==> src/rtl/lidar_point_to_pixel_projector_defines.svh <==
// ----------------------------------------------------------------------------
// Lidar point to pixel projector assertion macros
// Concurrent assertion wrappers; they compile away when SYNTH is defined.
// ----------------------------------------------------------------------------
`ifndef LIDAR_POINT_TO_PIXEL_PROJECTOR_DEFINES_SVH
`define LIDAR_POINT_TO_PIXEL_PROJECTOR_DEFINES_SVH

`ifndef SYNTH
`define LPPP_ASSERT(label, prop) \
    label: assert property (@(posedge clk) disable iff (!rst_n) prop) \
        else $error("lppp assertion failed");
`define LPPP_ASSERT_RST(label, prop) \
    label: assert property (@(posedge clk) prop) \
        else $error("lppp reset assertion failed");
`else
`define LPPP_ASSERT(label, prop)
`define LPPP_ASSERT_RST(label, prop)
`endif

`endif

==> src/rtl/lppp_pkg.sv <==
// ----------------------------------------------------------------------------
// Lidar point to pixel projector package
// Widths and register indexes shared by the projector modules.
// ----------------------------------------------------------------------------
`default_nettype none

package lppp_pkg;

    localparam int PW = 20;
    localparam int CW = 38;
    localparam int NW = 52;
    localparam int QW = 16;
    localparam int RW = 48;
    localparam int IW = 3;

    localparam logic [IW-1:0] REG_ROT_ROW0       = 3'd0;
    localparam logic [IW-1:0] REG_ROT_ROW1       = 3'd1;
    localparam logic [IW-1:0] REG_ROT_ROW2       = 3'd2;
    localparam logic [IW-1:0] REG_TRANSLATION    = 3'd3;
    localparam logic [IW-1:0] REG_FOCAL_LENGTH   = 3'd4;
    localparam logic [IW-1:0] REG_PRINCIPAL_PT   = 3'd5;

endpackage

`default_nettype wire

==> src/rtl/lppp_numer.sv <==
// ----------------------------------------------------------------------------
// Lidar point to pixel projector: intrinsic numerators
// Forms f*c0 + pu*c2 and f*c1 + pv*c2 over two register stages.
// ----------------------------------------------------------------------------
`default_nettype none

module lppp_numer (
    input  wire logic                            clk,
    input  wire logic                            rst_n,
    input  wire logic                            en,
    input  wire logic                            in_valid,
    input  wire logic signed [lppp_pkg::CW-1:0]  cam0,
    input  wire logic signed [lppp_pkg::CW-1:0]  cam1,
    input  wire logic signed [lppp_pkg::CW-1:0]  cam2,
    input  wire logic        [11:0]              focal_length,
    input  wire logic        [23:0]              principal_point,
    output logic                                 out_valid,
    output logic signed      [lppp_pkg::NW-1:0]  num_u,
    output logic signed      [lppp_pkg::NW-1:0]  num_v,
    output logic signed      [lppp_pkg::CW-1:0]  depth
);
    import lppp_pkg::*;

    localparam int MW = 51;

    logic signed [12:0]   f_s;
    logic signed [12:0]   pu_s;
    logic signed [12:0]   pv_s;
    logic signed [MW-1:0] fu_reg;
    logic signed [MW-1:0] fv_reg;
    logic signed [MW-1:0] pu_reg;
    logic signed [MW-1:0] pv_reg;
    logic signed [CW-1:0] d1_reg;
    logic signed [NW-1:0] nu_reg;
    logic signed [NW-1:0] nv_reg;
    logic signed [CW-1:0] d2_reg;
    logic                 v1_reg;
    logic                 v2_reg;

    assign f_s  = $signed({1'b0, focal_length});
    assign pu_s = $signed({1'b0, principal_point[11:0]});
    assign pv_s = $signed({1'b0, principal_point[23:12]});

    always_ff @(posedge clk)
    begin
        if (en)
        begin
            fu_reg <= MW'(f_s) * MW'(cam0);
            fv_reg <= MW'(f_s) * MW'(cam1);
            pu_reg <= MW'(pu_s) * MW'(cam2);
            pv_reg <= MW'(pv_s) * MW'(cam2);
            d1_reg <= cam2;
            nu_reg <= NW'(fu_reg) + NW'(pu_reg);
            nv_reg <= NW'(fv_reg) + NW'(pv_reg);
            d2_reg <= d1_reg;
        end
    end

    always_ff @(posedge clk or negedge rst_n)
    begin
        if (!rst_n)
        begin
            v1_reg <= 1'b0;
            v2_reg <= 1'b0;
        end
        else if (en)
        begin
            v1_reg <= in_valid;
            v2_reg <= v1_reg;
        end
    end

    assign out_valid = v2_reg;
    assign num_u = nu_reg;
    assign num_v = nv_reg;
    assign depth = d2_reg;

endmodule

`default_nettype wire

==> config.mk <==
export PLATFORM = sky130hd
export DESIGN_NAME = lppp_numer
export DESIGN_NICKNAME = d
export VERILOG_FILES = /design/src/rtl/lidar_point_to_pixel_projector_defines.svh /design/src/rtl/lppp_pkg.sv /design/src/rtl/lppp_numer.sv
export SDC_FILE = /design/constraint.sdc
export NUM_CORES = 2
export LEC_CHECK = 0
export BUFFER_PORTS_ARGS = -buffer_cell sky130_fd_sc_hd__buf_2
export CAP_MARGIN = 30
export CORE_MARGIN = 4
export CORE_UTILIZATION = 60
export DETAILED_ROUTE_END_ITERATION = 8
export PLACE_DENSITY_LB_ADDON = 0.2
export SLEW_MARGIN = 15
export SYNTH_ARGS = -nofsm -noshare
export SYNTH_HDL_FRONTEND = slang
export SYNTH_SLANG_ARGS = --single-unit
==> constraint.sdc <==
create_clock -name clk -period 10.1 [get_ports clk]
set_clock_uncertainty 0.2 [all_clocks]
set_input_delay 2.02 -clock clk [delete_from_list [all_inputs] [get_ports clk]]
set_output_delay 2.02 -clock clk [all_outputs]
set_load 0.01 [all_outputs]
Yosys cells after proc, flatten, opt, wreduce, memory -nomap -nowiden
Index checks and enable logic that the tools add are counted.

storage, ports and cells
  bits in latches = 0
  input bits = 154
  memory bits (writable) = 0
  memories kept = 0
  memory bits (read-only) = 0
  bits in registers = 386

operators by class
  reduce and logical (&&, ||, !) cells = 0
  bitwise gates (word level) = 0
  $add $sub $neg = 2
  divide/modulo/power cells = 0
  multiply operators = 4
  muxes and demuxes = 0
  $lt $le $gt $ge = 0
  equality and inequality tests = 0
  shift operators = 0

operators by type and width
  kind              count
  $mul A13 B38 Y51  4
  $add A51 B51 Y52  2

Logic depth before layout (Yosys ltp)
  depth after elaboration = 1
  gate-level depth with buffers = 25
  depth with buffers taken out = 22

Least setup slack after synthesis
No wires, ideal clock.

  path kind = input to register
  start = in focal_length[2]
  end = reg fv_reg[50] (data pin)
  path slack = 2222 ps
  buffers on the path = 1
  arrival = 7418 ps
  stages = 21
  setup time = 260 ps
  path through = clkbuf_1 -> and2_1 -> inv_1 -> fa_1 -> fa_1 -> inv_1 -> fa_1 -> fa_1 -> inv_1 -> fa_1 -> inv_1 -> ha_1 -> and3_1 -> a21o_1 -> a221o_1 -> a21o_1 -> a21o_1 -> a221o_1 -> a41o_1 -> a21oi_1 -> xnor2_1

between the ends
  word-level cells in the longest chain between the ends = 1

ends and longest elaborated chain
  what                    RTL line          RTL
  start: declaration      lppp_numer.sv:15  input wire logic [11:0] focal_length,
  $mul A13 B38 Y51        lppp_numer.sv:49  fv_reg <= MW'(f_s) * MW'(cam1);
  end signal: assignment  lppp_numer.sv:49
  end: declaration        lppp_numer.sv:30  logic signed [MW-1:0] fv_reg;

Every way passes these cells.
A chain may end at the register's enable or synchronous reset.

Worst setup path after layout
  start = in focal_length[2]
  end = reg fv_reg[49] (data pin)

The elaborated chain is that of the path after synthesis.

==> qor.yml <==
dp_hpwl_um: 162700
dpl_cell_area_um2: 82790
grt-ovfl-total: 0
layout-drive-gt1-share: 0.05176
clock_latency_ns: 0.63
reg2regPathDepth: 11
start_util: 0.6076
finalCriticalPeriod_ns: 8.636
synth_edf_count: 384
fin_crit_sh: 0.8551
grt_max_degree: 147
crit_required_ns: 10.25
die_area_um2: 139700
fmax_mhz: 115.8
wire_per_inst_um: 19.46
post_drt_via_cell_ratio: 5.649
reg2reg_slack_ns: 5.65
worst_pin_slew_ns: 1.012
hold_buffers: 0
track_usage: 0.2971
outcome: "completed"
startpoint_type: "primary input"
syn-num-nets: 10960
place.gp.congestion: 0.9275
synth_ff_type: "edfxtp_1"
path_class: "primary input to flop"
avgSynthCellArea_um2: 9.263
hold_class: "flop to flop"
dr.pass1.iters: 6
ys_async_sr_fraction: 0.005181
clk_path_buf_depth: 3
arrival_ns: 8.79
reg2reg_to: "num_u[47]"
layout_common_cells: "inv_1 (2085), fa_1 (1594), nand2_1 (1157), and2_1 (870), ha_1 (546)"
rsz0062_at_grt: "no"
design_area_um2: 84370
startpoint: "focal_length[2]"
final_nets: 10940
final.setup.tns_ns: 0
area_growth_pct: 5.082
cts_tree: "yes"
drv_slew: 0
holdWs_ns: 0.1870
wl_um: 203200
maxCapViolations: 0
die_w_um: 373.8
post_cts_buffers: 0
syn-instance-count: 8667
fill_cells: 11080
r2r_start: "pu_reg[29]"
rows: 133
cts-root-buf: "clkbuf_16"
netlist-cell-type-count: 90
core_um2: 132100
yosys_warnings: 0
hold_viol: 0
setup_viol: 0
grt_pass1_wl_um: 330700
ant_nets: 0
htree_levels: 2
slew_headroom: 0.3254
first_iter_violations: 4308
antenna_found_initial: 19
ios: 297
vias: 58980
cts_buffers: 44
endpoint: "fv_reg[49]"
synth.cell_area_um2: 80290
cp-end-kind: "flop"
use_met1: 0.4043
clk_pin_slew_worst_paths_ns: 0.06
busiest_layer: "met2"
path_max_fanout: 45
synth_seq_cells: 386
gr-usage-met2: 0.4966
route.detailed.drc: 0
die_h_um: 373.8
cts_resized: 0
numPortBuffers: 296
ys_seq_area_frac: 0.1442
cts_num_sinks: 386
met3_usage: 0.04384
grt_pass1_vias: 62100
final_common_cell: "inv_1"
stage by stage:
stage | worst slack (ns) | utilization | cells
3_3_place_gp | 1.129 | 0.6264 | 10350
6_report | 1.464 | 0.6385 | 10440
3_5_place_dp | 0.9953 | 0.6266 | 10350
5_1_grt | 1.187 | 0.6385 | 10440
2_1_floorplan | 2.222 | - | 8667
4_1_cts | 1.609 | 0.6380 | 10430
worst min-delay path by stage:
stage | cells past startpoint | slack [ns] | startpoint | to
2_1_floorplan | 0 | 0.20 | d1_reg[0] | depth[0]
3_3_place_gp | 0 | 0.20 | d1_reg[31] | depth[31]
3_5_place_dp | 0 | 0.20 | d1_reg[17] | depth[17]
4_1_cts | 0 | 0.18 | d1_reg[14] | depth[14]
5_1_grt | 0 | 0.20 | d1_reg[14] | depth[14]
6_report | 0 | 0.19 | d1_reg[14] | depth[14]
cell families after synthesis:
group                      count (synthesis)  synth area share
muxes                                      2         0.0002805
AOI/OAI and AO/OA                        917           0.07488
xor gates and xnor gates                 290           0.03164
adders and majority gates               2140            0.4826
DFF                                      386            0.1442
and+or+nand+nor                         2436            0.1496
buffers and inverters                   2496            0.1168
synthesized netlist by cell type, types with 92 or more instances:
| cell | instances | area share |
|---|---|---|
| a21o_1 | 166 | 0.016 |
| fa_1 | 1594 | 0.40 |
| a21oi_1 | 306 | 0.019 |
| inv_1 | 2085 | 0.097 |
| ha_1 | 546 | 0.085 |
| xnor2_1 | 198 | 0.022 |
| o21ai_0 | 126 | 0.0079 |
| nor2_1 | 120 | 0.0056 |
| nand2_1 | 1157 | 0.054 |
| and2_1 | 870 | 0.068 |
| edfxtp_1 | 384 | 0.14 |
| clkbuf_1 | 395 | 0.018 |
| xor2_1 | 92 | 0.010 |
metal layers:
metal / vias up / wire length [um]
li1: 26090 / -
met1: 30240 / 82480
met3: 417 / 14920
met4: 6 / 6923
met5: - / 37
met2: 2237 / 98810
worst max-delay path, stage by stage:
cell and delay (ns):
buf_2 0.73, buf_4 0.38, and2_1 0.18, fa_1 0.42
inv_1 0.08, fa_1 0.40, inv_1 0.08, fa_1 0.46
fa_1 0.54, inv_1 0.04, fa_1 0.47, inv_1 0.05
ha_1 0.32, a2111oi_0 0.43, o21ai_1 0.27, a211o_1 0.34
a31oi_2 0.35, o211ai_1 0.25, a31oi_2 0.25, o21ai_1 0.15
a41oi_2 0.29, o21ai_1 0.13, xor2_1 0.14
final cells by class:
cell class	instances	area, um2	area share
diodes	13	32.53	0.0003856
clock buffers	51	1127	0.01336
clock inverters	28	387.9	0.004597
inverters	2086	7830	0.09281
multi-input cells	5785	59320	0.7032
flip-flops and latches	386	11580	0.1373
well taps	1755	2196	0.02603
repair buffers	338	1887	0.02236
Power is left out: the tool's default activity adds up to more than one toggle a clock period on the data nets, which glitch-free logic cannot reach.
